--- config.mk ---
export PLATFORM = sky130hd
export DESIGN_NAME = osrb_ctrl
export DESIGN_NICKNAME = d
export VERILOG_FILES = /design/src/rtl/overwriting_sample_ring_buffer_assert.svh /design/src/rtl/osrb_pkg.sv /design/src/rtl/osrb_ctrl.sv
export SDC_FILE = /design/constraint.sdc
export NUM_CORES = 1
export LEC_CHECK = 0
export BUFFER_PORTS_ARGS = -buffer_cell sky130_fd_sc_hd__buf_2
export CAP_MARGIN = 20
export CORE_UTILIZATION = 47
export CTS_CLUSTER_SIZE = 25
export DETAILED_ROUTE_END_ITERATION = 10
export GPL_TIMING_DRIVEN = 0
export PLACE_DENSITY_LB_ADDON = 0.3
export SYNTH_ARGS = -nofsm -noshare
export SYNTH_HDL_FRONTEND = slang
export SYNTH_SLANG_ARGS = --single-unit
export TNS_END_PERCENT = 10
--- constraint.sdc ---
create_clock -name clk -period 2 [get_ports clk]
set_input_delay 0.4 -clock clk [delete_from_list [all_inputs] [get_ports clk]]
set_output_delay 0.4 -clock clk [all_outputs]
set_load 0.02 [all_outputs]
--- src/rtl/overwriting_sample_ring_buffer_assert.svh ---
// ----------------------------------------------------------------------------
// Overwriting sample ring buffer assertion macros
// Shared macros for the concurrent checks of the ring buffer top level.
// ----------------------------------------------------------------------------
`ifndef OVERWRITING_SAMPLE_RING_BUFFER_ASSERT_SVH
`define OVERWRITING_SAMPLE_RING_BUFFER_ASSERT_SVH

// The consequent must hold in the same cycle as the antecedent.
`define OSRB_ASSERT_SAME(label, clk, rst, ante, cons, msg) \
  label: assert property (@(posedge clk) disable iff (rst) (ante) |-> (cons)) \
    else $error(msg);

// The consequent must hold in the cycle after the antecedent.
`define OSRB_ASSERT_NEXT(label, clk, rst, ante, cons, msg) \
  label: assert property (@(posedge clk) disable iff (rst) (ante) |=> (cons)) \
    else $error(msg);

`endif

--- src/rtl/osrb_pkg.sv ---
// ----------------------------------------------------------------------------
// Overwriting sample ring buffer package
// Field widths, action codes, register map and controller/datapath interface.
// ----------------------------------------------------------------------------
package osrb_pkg;

  localparam int SAMPLE_W    = 16;
  localparam int COUNT_W     = 7;
  localparam int LEVEL_OUT_W = 11;
  localparam int TOTAL_W     = 32;
  localparam int ACTION_W    = 2;
  localparam int THR_W       = 11;
  localparam int APB_DATA_W  = 32;
  localparam int APB_ADDR_W  = 3;

  localparam logic [THR_W-1:0] THR_RESET = 11'd256;

  // Register index as seen in paddr[2].
  localparam logic REG_THRESHOLD = 1'b0;

  typedef enum logic [ACTION_W-1:0] {
    ACT_WRITE = 2'd0,
    ACT_READ  = 2'd1,
    ACT_CLEAR = 2'd2
  } action_t;

  // Commands from the controller to the datapath.
  typedef struct packed {
    logic write;
    logic read_start;
    logic underrun;
    logic clear;
    logic issue;
    logic issue_last;
  } osrb_cmd_t;

  // Status from the datapath to the controller.
  typedef struct packed {
    logic [COUNT_W-1:0] read_len;
  } osrb_status_t;

endpackage

--- src/rtl/osrb_ctrl.sv ---
// ----------------------------------------------------------------------------
// Ring buffer controller
// Decodes accepted words and sequences the sample reads of a read request.
// ----------------------------------------------------------------------------
module osrb_ctrl (
  input  logic                           clk,
  input  logic                           rst,
  input  logic                           start,
  input  logic [osrb_pkg::ACTION_W-1:0]  action,
  input  logic [osrb_pkg::COUNT_W-1:0]   read_count,
  input  osrb_pkg::osrb_status_t         status,
  output osrb_pkg::osrb_cmd_t            cmd,
  output logic                           busy
);
  import osrb_pkg::*;

  typedef enum logic [2:0] {
    ST_IDLE  = 3'b001,
    ST_ISSUE = 3'b010,
    ST_DRAIN = 3'b100
  } state_t;

  state_t             state;
  state_t             state_next;
  logic [COUNT_W-1:0] remain;
  logic [COUNT_W-1:0] remain_next;

  assign busy = (state != ST_IDLE);

  // Next state and commands.
  always_comb begin
    cmd         = '0;
    state_next  = state;
    remain_next = remain;
    unique case (state)
      ST_IDLE: begin
        if (start) begin
          unique case (action_t'(action))
            ACT_WRITE: begin
              cmd.write = 1'b1;
            end
            ACT_READ: begin
              if (read_count != '0) begin
                if (status.read_len == '0) begin
                  cmd.underrun = 1'b1;
                end else begin
                  cmd.read_start = 1'b1;
                  remain_next    = status.read_len;
                  state_next     = ST_ISSUE;
                end
              end
            end
            ACT_CLEAR: begin
              cmd.clear = 1'b1;
            end
            default: begin
            end
          endcase
        end
      end
      ST_ISSUE: begin
        cmd.issue      = 1'b1;
        cmd.issue_last = (remain == COUNT_W'(1));
        remain_next    = remain - COUNT_W'(1);
        if (remain == COUNT_W'(1)) begin
          state_next = ST_DRAIN;
        end
      end
      ST_DRAIN: begin
        state_next = ST_IDLE;
      end
      default: begin
        state_next = ST_IDLE;
      end
    endcase
  end

  // State and sample counter.
  always_ff @(posedge clk) begin
    if (rst) begin
      state  <= ST_IDLE;
      remain <= '0;
    end else begin
      state  <= state_next;
      remain <= remain_next;
    end
  end

endmodule

; Word-level counts from Yosys, hierarchy flattened
; Cells that the tools add are included.
[totals]
reg_bits = 10
input_bits = 19
out_inout_bits = 7
word_cells = 40
[op_classes]
add_sub_neg = 1
eq_ne = 11
mux = 20
n_reduce_logical = 6
[op_table]
columns = op, count
row1 = 7-bit 2-to-1 mux, 4
row2 = 3-bit 2-to-1 mux, 5
row3 = 7-bit one-hot mux with 2 select lines, 1
row4 = 5-bit AND reduction, 2
row5 = 4-bit 2-to-1 mux, 2
row6 = 2-bit inequality test (second input constant), 4
row7 = 7-bit by 1-bit == test with 1-bit output (second input constant), 1
row8 = 7-bit logical NOT, 1
row9 = 7-bit nonzero test, 1
row10 = 7-bit by 1-bit subtractor with 7-bit output (second input constant), 1
row11 = 2-bit 2-to-1 mux, 3
row12 = 3-bit one-hot mux with 2 select lines, 1
row13 = 1-bit 2-to-1 mux, 4
row14 = 3-bit by 1-bit == test with 1-bit output (second input constant), 1
row15 = 3-bit by 2-bit == test with 1-bit output (second input constant), 1
row16 = 3-bit by 1-bit inequality test with 1-bit output (second input constant), 1
row17 = 2-bit by 1-bit == test with 1-bit output (second input constant), 1
row18 = 2-bit == test (second input constant), 1
row19 = 2-bit logical NOT, 1
row20 = 2-bit by 1-bit inequality test with 1-bit output (second input constant), 1
row21 = 2-bit nonzero test, 1

; Logic depth before layout (Yosys ltp)
[depth]
word_depth = 6
depth_mapped = 7

; Worst setup path before layout
; Ideal clock, no wire load.
[synth_timing]
path_kind = reg-to-output
startpoint = reg state[1]
endpoint = out cmd[3] (netlist name)
arrival_ns = 1.346
required_ns = 1.600
slack_ns = 0.254
path_stages_with_launch = 4
path_cell_list = dfxtp_1 nand4bb_4 a2111o_1 nor2_1
[synth_lines]
columns = element, line_no
row1 = "start, declared", osrb_ctrl.sv:23  ; state_t state;
row2 = "start signal, assigned", osrb_ctrl.sv:84  ; state <= state_next;
row3 = "end, declared", osrb_ctrl.sv:12  ; output osrb_pkg::osrb_cmd_t cmd,

==> impl_metrics.toml <==
[status]
outcome = "finished with violations"
failed_checks = "setup timing"

[detailed_routing]
drt-total-wl_mm = 1.75
vias_per_cell = 6.02
drc = 0
detail-route-antenna-nets = 0
firstDrtPassIters = 4
drt_iter0_drc = 10
routedWlPerCell_microns = 14.4
vias = 734

[logic_synthesis]
syn_nets = 97
synth-simple-area-share_pct = 30.1
synth_seq_cells = 10
synth_xor_area_share_pct = 2.46
synth-compound-area-share_pct = 29.3
async_reset_ff_share_pct = 0
netlist_instances = 76
synthFlopType = "dfxtp_1"
synth_edf_count = 0
synth_area_per_cell_sq_um = 9.37
ys_seq_area_share_pct = 28.1
synth_top_family_by_area = "simple AND/OR/NAND/NOR gates"
synthAdderAreaFrac_pct = 3.51
synthMuxAreaShare_pct = 0
netlist_area_sq_um = 712
yosys_warnings = 0
synth_cell_types = 41

[placed_design]
placed_cells = 115
dp_hpwl_mm = 1.34
port_buffers = 24
gp_congestion = 0.829

[worst_setup_path]
path_max_fanout = 4
required_ns = 1.60
rrSetupSlack_ns = 0.36
start_kind = "register"
critical_path_class = "register to primary output"
crit_arrival_ns = 1.60
critPathCaptureType = "primary output"
ff2ff_path_depth = 5
rr_endpoint = "remain[3]"
timing.rr.start = "state[1]"

[cells_and_area]
drive_gt1_share_pct = 41.1
fin_nets = 130
final_cell_count_no_fill = 122
areaGrowthSynthToFinish_pct = 30.1
antenna_cells = 0

[timing]
period_share_pct = 100
worstMarginPinSlew_ns = 0.396
final.setup.worst_slack_ns = -0.00404
drv_slew = 0
finalCriticalPeriod_ns = 2.00
hold_viol = 0
rsz0062_at_grt = "true"
setup_violations = 1
timing.hold.ws_ns = 0.361
fin_skew_ns = 0.00357
relSlewSlack_pct = 73.6
tns_ns = -0.00404
max_freq_mhz = 499

[power]
combPwrFrac_pct = 21.9
clock_power_share_pct = 30.7
p_per_area_nw_per_um2 = 494
p_sw_mw = 0.134
vdd_drop_max_mv = 0.360
swShare_pct = 29.2
intPower_mw = 0.324
leakagePower_nw = 0.368
p_seq_share_pct = 47.4

[worst_hold_path]
min_to = "remain[6]"
holdCritStartpoint = "status[6]"
hp-class = "primary input to register"
holdPathStages = 3

[clock_network]
cts_buffer_depth = 2
h-tree-depth = 1
path_clk_slew_ns = 0.06
cts_tree = "yes"
clock_latency_ns = 0.27
cts_sinks = 10
cts_root_buf = "clkbuf_4"
cts-buffers-inserted = 3

[grt]
grt_pass1_wl_mm = 2.60
track_usage_pct = 23.6
grt_max_degree = 11
grt_pass1_vias = 633
antenna_found_initial = 0
grt_overflow_total = 0

[floorplan]
dieArea_sq_um = 1670
die_y_microns = 40.9
placeableCoreArea_sq_um = 1350
num_rows = 13
die_w_microns = 40.9
start_util_pct = 52.7
io_pins = 26

[flow_run]
maxCapViolations = 0
sequential cells by signal, indices dropped and copies added, names as in the netlist:
register / cells
state: 3
remain: 7
placed cells by master, fill, tap and decap left out, types with 2 or more instances in the layout:
cell and count:
nand3_1 2, a21oi_1 4, a211oi_1 3, dfxtp_1 10
nor2_1 4, o21ai_1 3, clkbuf_4 3, inv_1 6
nor3_1 5, buf_4 7, nand2_1 3, buf_2 22
ha_1 2, o2111ai_1 2, nor4_4 3
cells in the mapped netlist, types with 2 or more instances:
cell type	instances	area [sq um]
a21oi_1	4	20.0
nand3_1	2	10.0
nor3_1	5	25.0
ha_1	2	25.0
nor2_1	4	15.0
o2111ai_1	2	17.5
inv_1	6	22.5
nor4_4	2	42.5
a211oi_1	3	22.5
dfxtp_1	10	200
nor4_1	2	12.5
nand2_1	3	11.3
o21ai_1	3	15.0
cell families after synthesis:
| family | after synthesis |
|---|---|
| flip-flops | 10 |
| buffers and inverters | 10 |
| AND/OR/NAND/NOR | 28 |
| adder cells (fa/ha/maj) | 2 |
| XOR/XNOR | 2 |
| AO/OA/AOI/OAI | 24 |
repair_timing:
item	in CTS	in global routing
setup endpoints to repair	3	4
resized for setup	1	3
buffers inserted	0	5
pin swaps	2	4
hold buffers	0	0
cell type report:
class                   instances  area (sq um)
flip-flops and latches         10           200
well taps                      15          18.8
multi-input cells              56           480
inverters                       7          26.3
repair buffers                 29           163
plain buffers                   2          15.0
clock buffers                   3          22.5
fillers                       114           424
routing by layer:
metal	up-vias	track usage (%)	wire, microns	part of all wire [%]
met3	5	3.80	99	5.7
met2	27	39.8	857	49
met4	0	12.5	31	1.8
met5	-	0	0	0
li1	364	-	-	-
met1	338	28.3	763	44
power by group through the flow:
stage	registers, mW	logic [mW]	clock network, mW
floorplan	0.218	0.0533	0
global placement	0.219	0.0874	0
detailed placement	0.219	0.0902	0
CTS	0.215	0.0915	0.141
global route	0.218	0.110	0.155
finish	0.217	0.100	0.140
metrics by stage:
| stage | utilization [%] | power (mW) | worst slack (ns) | cell area, sq um |
|---|---|---|---|---|
| after floorplan | - | 0.271 | 0.254 | 712 |
| after global placement | 63.0 | 0.307 | -0.00535 | 851 |
| after detailed placement | 63.0 | 0.310 | -0.0424 | 851 |
| after CTS | 65.2 | 0.448 | -0.111 | 880 |
| after global routing | 68.6 | 0.483 | -0.120 | 926 |
| final | 68.6 | 0.457 | -0.00404 | 926 |
worst max-delay path, stage by stage (launching register included):
cell       delay, ns
dfxtp_1         0.32
nand4bb_4       0.26
a2111oi_4       0.41
nand2_2         0.11
inv_1           0.09
buf_4           0.14
worst max-delay path by stage:
| stage | startpoint | to | depth (start not counted) |
|---|---|---|---|
| 6_report | state[1] | cmd[4] | 5 |
| 5_1_grt | state[1] | cmd[4] | 5 |
| 4_1_cts | state[1] | cmd[4] | 5 |
| 3_5_place_dp | start | cmd[4] | 6 |
| 3_3_place_gp | start | cmd[4] | 6 |
| 2_1_floorplan | state[1] | cmd[3] | 3 |
Note: power is estimated with default switching activity, not from simulation.
