[src/rtl/overwriting_sample_ring_buffer_assert.svh]
// ----------------------------------------------------------------------------
// Overwriting sample ring buffer assertion macros
// Shared macros for the concurrent checks of the ring buffer top level.
// ----------------------------------------------------------------------------
`ifndef OVERWRITING_SAMPLE_RING_BUFFER_ASSERT_SVH
`define OVERWRITING_SAMPLE_RING_BUFFER_ASSERT_SVH

// The consequent must hold in the same cycle as the antecedent.
`define OSRB_ASSERT_SAME(label, clk, rst, ante, cons, msg) \
  label: assert property (@(posedge clk) disable iff (rst) (ante) |-> (cons)) \
    else $error(msg);

// The consequent must hold in the cycle after the antecedent.
`define OSRB_ASSERT_NEXT(label, clk, rst, ante, cons, msg) \
  label: assert property (@(posedge clk) disable iff (rst) (ante) |=> (cons)) \
    else $error(msg);

`endif

[src/rtl/osrb_pkg.sv]
// ----------------------------------------------------------------------------
// Overwriting sample ring buffer package
// Field widths, action codes, register map and controller/datapath interface.
// ----------------------------------------------------------------------------
package osrb_pkg;

  localparam int SAMPLE_W    = 16;
  localparam int COUNT_W     = 7;
  localparam int LEVEL_OUT_W = 11;
  localparam int TOTAL_W     = 32;
  localparam int ACTION_W    = 2;
  localparam int THR_W       = 11;
  localparam int APB_DATA_W  = 32;
  localparam int APB_ADDR_W  = 3;

  localparam logic [THR_W-1:0] THR_RESET = 11'd256;

  // Register index as seen in paddr[2].
  localparam logic REG_THRESHOLD = 1'b0;

  typedef enum logic [ACTION_W-1:0] {
    ACT_WRITE = 2'd0,
    ACT_READ  = 2'd1,
    ACT_CLEAR = 2'd2
  } action_t;

  // Commands from the controller to the datapath.
  typedef struct packed {
    logic write;
    logic read_start;
    logic underrun;
    logic clear;
    logic issue;
    logic issue_last;
  } osrb_cmd_t;

  // Status from the datapath to the controller.
  typedef struct packed {
    logic [COUNT_W-1:0] read_len;
  } osrb_status_t;

endpackage

[src/rtl/osrb_cfg.sv]
// ----------------------------------------------------------------------------
// Ring buffer configuration register
// APB-style slave holding the packet threshold register.
// ----------------------------------------------------------------------------
module osrb_cfg (
  input  logic                             clk,
  input  logic                             rst,
  input  logic                             psel,
  input  logic                             penable,
  input  logic                             pwrite,
  input  logic [osrb_pkg::APB_ADDR_W-1:0]  paddr,
  input  logic [osrb_pkg::APB_DATA_W-1:0]  pwdata,
  output logic [osrb_pkg::APB_DATA_W-1:0]  prdata,
  output logic                             pready,
  output logic [osrb_pkg::THR_W-1:0]       threshold
);
  import osrb_pkg::*;

  logic wr_en;

  // The access phase never waits: pready is held high.
  assign pready = 1'b1;
  assign wr_en  = psel & penable & pwrite & pready;

  // Threshold register; other addresses ignore writes.
  always_ff @(posedge clk) begin
    if (rst) begin
      threshold <= THR_RESET;
    end else if (wr_en && paddr[2] == REG_THRESHOLD) begin
      threshold <= pwdata[THR_W-1:0];
    end
  end

  // Read back the register, zero elsewhere.
  assign prdata = (paddr[2] == REG_THRESHOLD) ? APB_DATA_W'(threshold) : '0;

endmodule

[config.mk]
export PLATFORM = sky130hd
export DESIGN_NAME = osrb_cfg
export DESIGN_NICKNAME = d
export VERILOG_FILES = /design/src/rtl/overwriting_sample_ring_buffer_assert.svh /design/src/rtl/osrb_pkg.sv /design/src/rtl/osrb_cfg.sv
export SDC_FILE = /design/constraint.sdc
export NUM_CORES = 1
export LEC_CHECK = 0
export BUFFER_PORTS_ARGS = -buffer_cell sky130_fd_sc_hd__buf_4
export CAP_MARGIN = 20
export CORE_UTILIZATION = 30
export DETAILED_ROUTE_END_ITERATION = 10
export PLACE_DENSITY = 0.72
export SKIP_LAST_GASP = 1
export SYNTH_ARGS = -nofsm -noshare
export SYNTH_HDL_FRONTEND = slang
export SYNTH_SLANG_ARGS = --single-unit
[constraint.sdc]
create_clock -name clk -period 0.9 [get_ports clk]
set_input_delay 0 -clock clk [delete_from_list [all_inputs] [get_ports clk]]
set_output_delay 0 -clock clk [all_outputs]
set_load 0.02 [all_outputs]
Word level (Yosys, flattened, before mapping) --
Index checks and enable logic that the tools add are counted.
Operators by class: mux-type cells 1, reduce and logical (&&, ||, !) cells 1, bitwise logic cells 3
Operators with widths (number):
- 11-bit 2-to-1 mux | 1
- 1-bit AND | 2
- 1-bit logical AND | 1
- 1-bit NOT | 1
Word-level totals: output and inout bits 44, bits in registers 11, word-level logic and storage cells 6, bits of input ports 40

Depth between registers and ports, before layout --
Gate-level depths: netlist of run 1.
depth in word-level cells 3, mapped depth 3, mapped depth without buffers 2

Worst setup path before layout of run 1 --
OpenSTA, ideal clock, no wires.
kind reg-to-output, from register threshold[0] in the netlist's numbering, to output prdata[0] in the netlist's numbering, stages on the path, launching flop included 2, slack 94 ps, arrival 806 ps, buffers on the path 0, path through dfxtp_1 -> nor2b_1
Between the ends: cells in the longest elaborated chain, start to end 1
Ends and longest elaborated chain:
- start, declared | line osrb_cfg.sv:15 | output logic [osrb_pkg::THR_W-1:0] threshold
- start signal, assigned | line osrb_cfg.sv:30 | threshold <= pwdata[THR_W-1:0];
- 11-bit 2-to-1 mux | line osrb_cfg.sv:35 | assign prdata = (paddr[2] == REG_THRESHOLD) ? APB_DATA_W'(threshold) : '0;
- end, declared | line osrb_cfg.sv:13 | output logic [osrb_pkg::APB_DATA_W-1:0] prdata,
No other way between the ends.

Final worst setup path of run 1 --
from register threshold[4] in the netlist's numbering, to output prdata[4] in the netlist's numbering
Same word-level chain as after synthesis.

==> results.tsv, run 1 <==
metric	value	unit
H-tree depth	1	
die height	52.1	um
Final Net Count	179	
pwr/cell area	972	mW/mm^2
clk_skew	0	ns
Max Slew Vio Count	0	
Bufs and invs on worst path	1	
first-pass GRT wire length	2260	um
Worst Hold Slack	0.0248	ns
critical path class	reg2out	
dpl ws	-0.0122	ns
Worst IR Drop VDD	0.579	mV
Die Area	0.00271	mm^2
layout cells sized above 1	47.1	%
CTS root buffer	clkbuf_4	
total of max-cap violations	0	
max FFs per register	11	
Final Cycle Share	97.2	%
worst setup path endpoint	prdata[4]	
CP max stage cell	dfxtp_2	
Post-Place Cell Area	957	um^2
final instance area	0.00119	mm^2
Reg-to-Reg Start	threshold[2]	
placed insts	145	
CTS tree	done	
top post-synthesis cells by area	dfxtp_1, buf_4, nand2b_1	
via-per-instance ratio	3.99	
Fill cells	211	
CP Max Fanout	3	
CTS Buf Count	3	
largest net degree at the start of global routing	23	
Post-Route WL	1670	um
arrival time worst endpoint	0.87	ns
Non-Filler Instances	166	
post-synthesis sequential element count	11	
Cells after Synth	84	
Multi-input gate area	429	um^2
crit-path cells	nor2b_1 -> buf_4	
grt total ovfl	0	
All-Layer GR Usage	11.9	%
Mapped Avg Cell Area	8.95	um^2
Initial DRC Count	8	
Clock transition at path regs	0.07	ns
HPWL Detailed	1050	um
die width	52.1	um
Largest regs	threshold (11)	
warnings from Yosys	0	
leakage power	0.560	nW
synthesized cell area	752	um^2
max incr delay on CP	0.34	ns
Min Clock Period, post-route	0.875	ns
Design Power	1.16	mW
Cell Rows	17	
CP required	0.90	ns
Starting Density	32.7	%
Seq. cell area	234	um^2
Synth top area share	29.3	%
Clk Latency, worst-skew pair	0.26	ns
Stages on worst setup path	2	
Cell variety after synth	12	
setup repair after global routing missed its margin	yes	
reg-to-reg setup timing slack	0.21	ns
fmax	1.14	GHz
CP Capture Type	output pin	
core area	0.00230	mm^2
Antenna Violating Nets Remaining	0	
Synth area leader	dfxtp_1	
critical path's top delay family	flip-flops	
Hold Path Class	in2reg	
Worst Reg-to-Reg Cells	3	
vias in the first global route	528	
Clock Tree Buf Depth	2	
IO Port Bufs	38	
total clock sinks	11	
final hold vios	0	
via count	663	
Critical Path Start	threshold[4]	
count of final setup violators	0	
sequential share of the synthesized area	29.3	%
Residual DRC	0	
Largest Register	threshold	
WL/cell	10.1	um
outcome	completed	
initial antenna violation count	0	
1st-pass router iterations	4	
Syn-to-layout area delta	58.1	%
setup ws final	0.0253	ns
ant diodes	0	
R2R Path End	threshold[2]	
# IOs	84	
Setup crit start kind	flip-flop	
Final Wtd Congestion	0.554	
-- timing repair --
item / CTS / global route
setup endpoints to repair: 11 / 11
hold endpoints to repair: 10 / 0
setup buffers: 0 / 7
pin swaps: 0 / 0
resized for setup: 11 / 9
hold buffers: 10 / 0
-- cell families (layout without fill, tap and decap cells) --
family / Yosys count / in the layout / synth area share [%]
mux: 11 / 11 / 14.6
simple gates: 34 / 34 / 28.8
buf+inv: 26 / 60 / 26.3
other cells: 2 / 22 / 0.999
flops: 11 / 11 / 29.3
-- where the power goes --
group          switching, mW  internal [mW]  total [mW]  leakage (nW)
clock network          0.163          0.171       0.334        0.0150
registers            0.00656          0.499       0.505        0.0935
logic                  0.171          0.145       0.316         0.451
-- worst register-to-register path, cell delays in order, from the launching register on --
cell and delay, ns:
dfxtp_2 0.32, buf_4 0.12, nand2b_1 0.07, mux2i_1 0.06
-- worst min-delay path by stage --
stage,start,endpoint,slack (ns),depth (start not counted)
after floorplan,pwdata[10],threshold[10],0.15,2
after global placement,pwdata[8],threshold[8],0.26,3
after detailed placement,pwdata[7],threshold[7],0.28,3
after CTS,pwdata[0],threshold[0],0.01,3
after global routing,pwdata[0],threshold[0],0.05,3
final,pwdata[0],threshold[0],0.02,3
-- layout by cell type (no fill, tap or decap) --
cell | synthesis | final
dlygate4sd3_1 | 0 | 10
clkbuf_4 | 0 | 3
mux2i_1 | 11 | 11
buf_4 | 22 | 41
and2b_1 | 1 | 1
nor2b_4 | 0 | 2
dfxtp_2 | 0 | 11
nor2_1 | 2 | 2
and4b_4 | 1 | 1
clkbuf_1 | 2 | 1
conb_1 | 2 | 22
buf_6 | 0 | 5
nor2b_2 | 0 | 2
nor2b_1 | 10 | 6
nand2b_1 | 20 | 20
-- through the flow --
stage	TNS [ns]	utilization, %
4_1_cts	-0.0149	47.8
3_3_place_gp	0	41.7
6_report	0	51.7
2_1_floorplan	0	-
5_1_grt	-0.183	51.7
3_5_place_dp	-0.0144	41.7
-- routing by layer --
layer / GRT usage [%] / wire (um)
met5: 0 / 0
met3: 2.63 / 105
met1: 11.9 / 627
met4: 6.76 / 9
met2: 22.0 / 929
-- layout make-up --
type                       count  area share (%)
tap                           28            2.95
multi-input combinational     67            36.1
timing repair buffer          56            39.1
clock buffer                   4            2.21
sequential                    11            19.7
-- cells in the mapped netlist --
cell type	count
mux2i_1	11
buf_4	22
buf_12	1
conb_1	2
clkbuf_1	2
and2b_1	1
dfxtp_1	11
and4b_4	1
nor2b_1	10
buf_2	1
nor2_1	2
nand2b_1	20
No activity file was read; power rests on OpenSTA's default activity.
==> inputs of run 2 (changes only) <==
Settings changed: PLACE_DENSITY 0.72 to 0.75, REMOVE_ABC_BUFFERS set to 1.
Clock period 0.9 ns to 0.8 ns, I/O delays scaled along.
==> run 2 against run 1 <==
  * Critical path depth unchanged
  * Core utilization up 1.5 points
  * Count of clock-buffer cells in the layout unchanged
  * Global-route usage down 1.4 points
  * Sequential power up 13%
  * Power up 14%
  * Clock skew unchanged
  * Combinational power up 15%
  * Largest cell class unchanged
  * The flow now finishes with violations (setup timing)
  * Die area unchanged
  * Hold slack worse by 0.018 ns
==> results.tsv, run 2 (synthesized netlist as in run 1, its figures left out) <==
metric	value	unit	change
placed insts	145		unchanged
WL met3	166	um	was 105 um
clk_skew	0	ns	unchanged
CP required	0.80	ns	was 0.90 ns
first-pass GRT wire length	2020	um	was 2260 um
via count	663		unchanged
Largest regs	threshold (11)		unchanged
vias in the first global route	497		was 528
violated checks	setup timing		
HP Start	pwdata[9]		was pwdata[0]
die height	52.1	um	unchanged
setup ws final	-0.0812	ns	was 0.0253 ns
R2R Path End	threshold[8]		was threshold[2]
CP Max Fanout	3		unchanged
die width	52.1	um	unchanged
CTS Buf Count	3		unchanged
Final Wtd Congestion	0.549		was 0.554
CTS root buffer	clkbuf_4		unchanged
crit-path cells	nor2b_4 -> buf_6		was nor2b_1 -> buf_4
Residual DRC	0		unchanged
Max Slew Vio Count	0		unchanged
leakage power	0.562	nW	was 0.560 nW
H-tree depth	1		unchanged
net switching power	0.395	mW	was 0.340 mW
max FFs per register	11		unchanged
All-Layer GR Usage	10.5	%	was 11.9%
CTS tree	done		unchanged
Clock Tree Buf Depth	2		unchanged
commonest non-fill, non-tap cell in the layout	buf_4		unchanged
Worst Hold Slack	0.00647	ns	was 0.0248 ns
Largest Register	threshold		unchanged
clock group share of total power	29.1	%	was 28.9%
total of max-cap violations	0		unchanged
Seq. cell area	234	um^2	unchanged
core area	0.00230	mm^2	unchanged
Worst Reg-to-Reg Cells	3		unchanged
setup repair after global routing missed its margin	yes		unchanged
CP Capture Type	output pin		unchanged
critical path class	reg2out		unchanged
Final Net Count	179		unchanged
hold depth	3		unchanged
Syn-to-layout area delta	62.7	%	was 58.1%
Post-Route WL	1610	um	was 1670 um
post-layout util	53.3	%	was 51.7%
Reg-to-Reg Start	threshold[8]		was threshold[2]
initial antenna violation count	0		unchanged
layout cells sized above 1	48.6	%	was 47.1%
Cell Rows	17		unchanged
CP max stage cell	dfxtp_2		unchanged
dpl ws	-0.102	ns	was -0.0122 ns
fmax	1.13	GHz	
Multi-input gate area	449	um^2	was 429 um^2
max incr delay on CP	0.35	ns	was 0.34 ns
count of final setup violators	14		was 0
WL/cell	9.68	um	was 10.1 um
reg-to-reg setup timing slack	0.08	ns	was 0.21 ns
most frequent cells in the layout	buf_4, conb_1, nand2b_1		unchanged
Non-Filler Instances	166		unchanged
Metal-1 WL	600	um	was 627 um
Antenna Violating Nets Remaining	0		unchanged
Worst IR Drop VDD	0.909	mV	was 0.579 mV
Comb power frac	27.6	%	was 27.4%
total clock sinks	11		unchanged
Design Power	1.32	mW	was 1.16 mW
# IOs	84		unchanged
grt total ovfl	0		unchanged
sequential share of power	43.3	%	was 43.7%
largest net degree at the start of global routing	23		unchanged
outcome	finished with violations		was completed
arrival time worst endpoint	0.88	ns	was 0.87 ns
Final Cycle Share	110	%	
Setup crit start kind	flip-flop		unchanged
Hold Path Class	in2reg		unchanged
Int Pwr	0.922	mW	was 0.815 mW
IO Port Bufs	38		unchanged
Clock transition at path regs	0.07	ns	about the same
DR WL met2	840	um	was 929 um
max layer used	met3		was met4
1st-pass router iterations	3		was 4
ant diodes	0		unchanged
via-per-instance ratio	3.99		unchanged
Initial DRC Count	7		was 8
Clk Latency, worst-skew pair	0.27	ns	was 0.26 ns
hold endpoint	threshold[9]		was threshold[0]
final hold vios	0		unchanged
Min Clock Period, post-route	0.881	ns	
Die Area	0.00271	mm^2	unchanged
Switching Share	30.0	%	was 29.5%
pwr/cell area	1080	mW/mm^2	was 972 mW/mm^2
HPWL Detailed	1040	um	was 1050 um
Starting Density	32.7	%	unchanged
Fill cells	214		was 211
==> run 2: cell counts in the layout (fill, tap and decap cells not counted) <==
No cell type changed its count.
==> run 2: layout make-up <==
class	count	area share, %
well taps	28	2.86
multi-input cells	67	36.7
flip-flops and latches	11	19.1
clock buffers	4	2.15
repair buffers	56	39.2
==> run 2: metal layers <==
metal	track usage, %	up-vias
li1	-	325
met1	10.9	292
met2	18.4	46
met3	5.26	0
met4	2.70	0
met5	0	-
==> run 2: worst max path at each step <==
stage / cells after the start / slack (ns) / to / startpoint
2_1_floorplan: 1 / -0.006 / prdata[0] / threshold[0]
3_3_place_gp: 3 / -0.05 / threshold[10] / paddr[2]
3_5_place_dp: 3 / -0.10 / threshold[9] / paddr[2]
4_1_cts: 2 / -0.09 / prdata[3] / threshold[3]
5_1_grt: 2 / -0.12 / prdata[2] / threshold[2]
6_report: 2 / -0.08 / prdata[2] / threshold[2]
==> run 2: timing repair <==
action | CTS | global route
hold endpoints to repair | 10 | 0
hold buffers | 10 | 0
buffers inserted | 1 | 6
gates resized for setup | 15 | 11
endpoints found under the setup margin | 11 | 12
==> run 2: critical path, delay by kind of cell, from the launching register on <==
| kind | cells | cell delay, ns |
|---|---|---|
| buf+inv | 1 | 0.12 |
| flops | 1 | 0.35 |
| simple gates | 1 | 0.15 |
==> run 2: power groups by stage <==
stage | Sequential (mW) | Clock [mW] | Combinational, mW
after floorplan | 0.594 | 0 | 0.158
after detailed placement | 0.581 | 0 | 0.294
after global routing | 0.571 | 0.414 | 0.392
final | 0.570 | 0.384 | 0.363
after CTS | 0.570 | 0.395 | 0.342
after global placement | 0.580 | 0 | 0.291
==> run 2: through the flow <==
stage / cell area [um^2] / TNS, ns
floorplan: 629 / -0.0609
global placement: 957 / -0.516
detailed placement: 957 / -0.832
CTS: 1130 / -0.999
global route: 1220 / -1.37
finish: 1220 / -0.923
==> inputs of run 3 (changes only) <==
Settings changed: BUFFER_PORTS_ARGS -buffer_cell sky130_fd_sc_hd__buf_4 to -buffer_cell sky130_fd_sc_hd__buf_2.
==> run 3 against run 2 <==
  * Wire length up 8.6%
  * Sequential power about the same
  * Clock power decreased by 2%
  * Global-route usage grew 1.9 points
  * Count of clock-buffer cells in the layout unchanged
  * The run still ends with setup timing left
  * Via count grew 0.75%
==> results.tsv, run 3 (synthesized netlist as in run 1, its figures left out) <==
metric	value	unit	change
net switching power	0.390	mW	was 0.395 mW
Setup crit start kind	flip-flop		unchanged
initial antenna violation count	0		unchanged
arrival time worst endpoint	0.89	ns	was 0.88 ns
Cell Rows	17		unchanged
CP required	0.80	ns	about the same
count of final setup violators	12		was 14
Min Clock Period, post-route	0.889	ns	was 0.881 ns
CP Max Fanout	3		unchanged
post-route setup TNS	-0.731	ns	was -0.923 ns
Comb power frac	26.3	%	was 27.6%
Hold Path Class	in2reg		unchanged
layout cells sized above 1	47.0	%	was 48.6%
pwr/cell area	1110	mW/mm^2	was 1080 mW/mm^2
die width	52.1	um	unchanged
Worst Reg-to-Reg Cells	3		unchanged
Clk Latency, worst-skew pair	0.26	ns	was 0.27 ns
clock group share of total power	29.3	%	was 29.1%
total clock sinks	11		unchanged
Largest Register	threshold		unchanged
Post-Route WL	1750	um	was 1610 um
Final Wtd Congestion	0.540		was 0.549
die height	52.1	um	unchanged
via count	668		was 663
WL/cell	10.8	um	was 9.68 um
clk_skew	0	ns	unchanged
# IOs	84		unchanged
CP Capture Type	output pin		unchanged
Initial DRC Count	5		was 7
Post-Place Cell Area	862	um^2	was 957 um^2
critical path's top delay family	flip-flops		unchanged
outcome	finished with violations		unchanged
IO Port Bufs	38		unchanged
first-pass GRT wire length	2390	um	was 2020 um
vias in the first global route	565		was 497
critical path class	reg2out		unchanged
1st-pass router iterations	3		unchanged
ant diodes	0		unchanged
violated checks	setup timing		unchanged
total of max-cap violations	0		unchanged
CP max stage cell	dfxtp_2		unchanged
final instance area	0.00115	mm^2	was 0.00122 mm^2
Final Cycle Share	111	%	was 110%
CTS root buffer	clkbuf_4		unchanged
CTS tree	done		unchanged
Antenna Violating Nets Remaining	0		unchanged
Clock transition at path regs	0.07	ns	about the same
Largest regs	threshold (11)		unchanged
leakage power	0.526	nW	was 0.562 nW
Stages on worst setup path	2		unchanged
grt total ovfl	0		unchanged
H-tree depth	1		unchanged
Bufs and invs on worst path	1		unchanged
crit-path cells	nor2b_2 -> buf_6		was nor2b_4 -> buf_6
Fill cells	208		was 214
max incr delay on CP	0.34	ns	was 0.35 ns
setup repair after global routing missed its margin	yes		unchanged
Worst IR Drop VDD	1.09	mV	was 0.909 mV
hold depth	3		unchanged
Switching Share	30.3	%	was 30.0%
CTS Buf Count	3		unchanged
Int Pwr	0.895	mW	was 0.922 mW
most frequent cells in the layout	conb_1, buf_2, nand2b_1		was buf_4, conb_1, nand2b_1
Max Slew Vio Count	0		unchanged
All-Layer GR Usage	12.4	%	was 10.5%
setup ws final	-0.0890	ns	was -0.0812 ns
final hold vios	0		unchanged
sequential share of power	44.4	%	was 43.3%
fmax	1.12	GHz	was 1.13 GHz
Syn-to-layout area delta	53.2	%	was 62.7%
Die Area	0.00271	mm^2	unchanged
max FFs per register	11		unchanged
Clock Tree Buf Depth	2		unchanged
via-per-instance ratio	4.12		was 3.99
Starting Density	32.7	%	unchanged
core area	0.00230	mm^2	unchanged
Final Net Count	175		was 179
Residual DRC	0		unchanged
largest net degree at the start of global routing	23		unchanged
-- run 3: timing repair --
action,in CTS,in global routing
gates resized for setup,23,24
cloned,0,0
endpoints found under the setup margin,13,17
hold buffers,11,0
setup buffers,1,1
hold endpoints to repair,11,0
-- run 3: per-stage QoR --
step | util, % | power [mW] | hold WS [ns] | std cells | setup WS [ns]
final | 50.2 | 1.28 | 0.179 | 162 | -0.0890
after global routing | 50.2 | 1.38 | 0.205 | 162 | -0.154
after CTS | 45.8 | 1.28 | 0.153 | 161 | -0.101
after detailed placement | 37.5 | 0.840 | 0.264 | 145 | -0.0947
after global placement | 37.5 | 0.836 | 0.254 | 145 | -0.0594
after floorplan | - | 0.752 | 0.0781 | 78 | -0.00609
-- run 3: per-layer routing --
metal | up-vias | share of wire [%] | wire length, um | track usage, %
met5 | - | 0 | 0 | 0
met2 | 46 | 54 | 941 | 23.9
met4 | 0 | 1.3 | 23 | 2.70
met3 | 2 | 8.1 | 141 | 6.43
met1 | 301 | 37 | 639 | 11.2
li1 | 319 | - | - | -
-- run 3: final cells by class --
class / instances / area [um^2] / share of cell area [%]
Multi-Input combinational cell: 67 / 457 / 39.6
Sequential cell: 11 / 234 / 20.3
Timing Repair Buffer: 52 / 400 / 34.7
Clock buffer: 4 / 26.3 / 2.28
Tap cell: 28 / 35.0 / 3.04
-- run 3: final timing paths --
kind,start,endpoint,slack (ns)
setup / recovery,threshold[6],prdata[6],-0.09
hold / removal,rst,threshold[8],0.18
setup reg to reg,threshold[3],threshold[3],0.10
hold reg to reg,threshold[4],threshold[4],0.48
-- run 3: worst register-to-register path: cells and delay by family, from the launching register on --
| family | cells | cell delay [ns] |
|---|---|---|
| muxes | 1 | 0.07 |
| DFF | 1 | 0.33 |
| buffers and inverters | 1 | 0.12 |
| and+or+nand+nor | 1 | 0.07 |
-- run 3: power by group through the flow --
stage	Clock (mW)	Sequential (mW)	Combinational, mW
detailed placement	0	0.580	0.261
global placement	0	0.579	0.257
floorplan	0	0.594	0.158
CTS	0.405	0.568	0.312
finish	0.376	0.570	0.338
global route	0.437	0.572	0.366
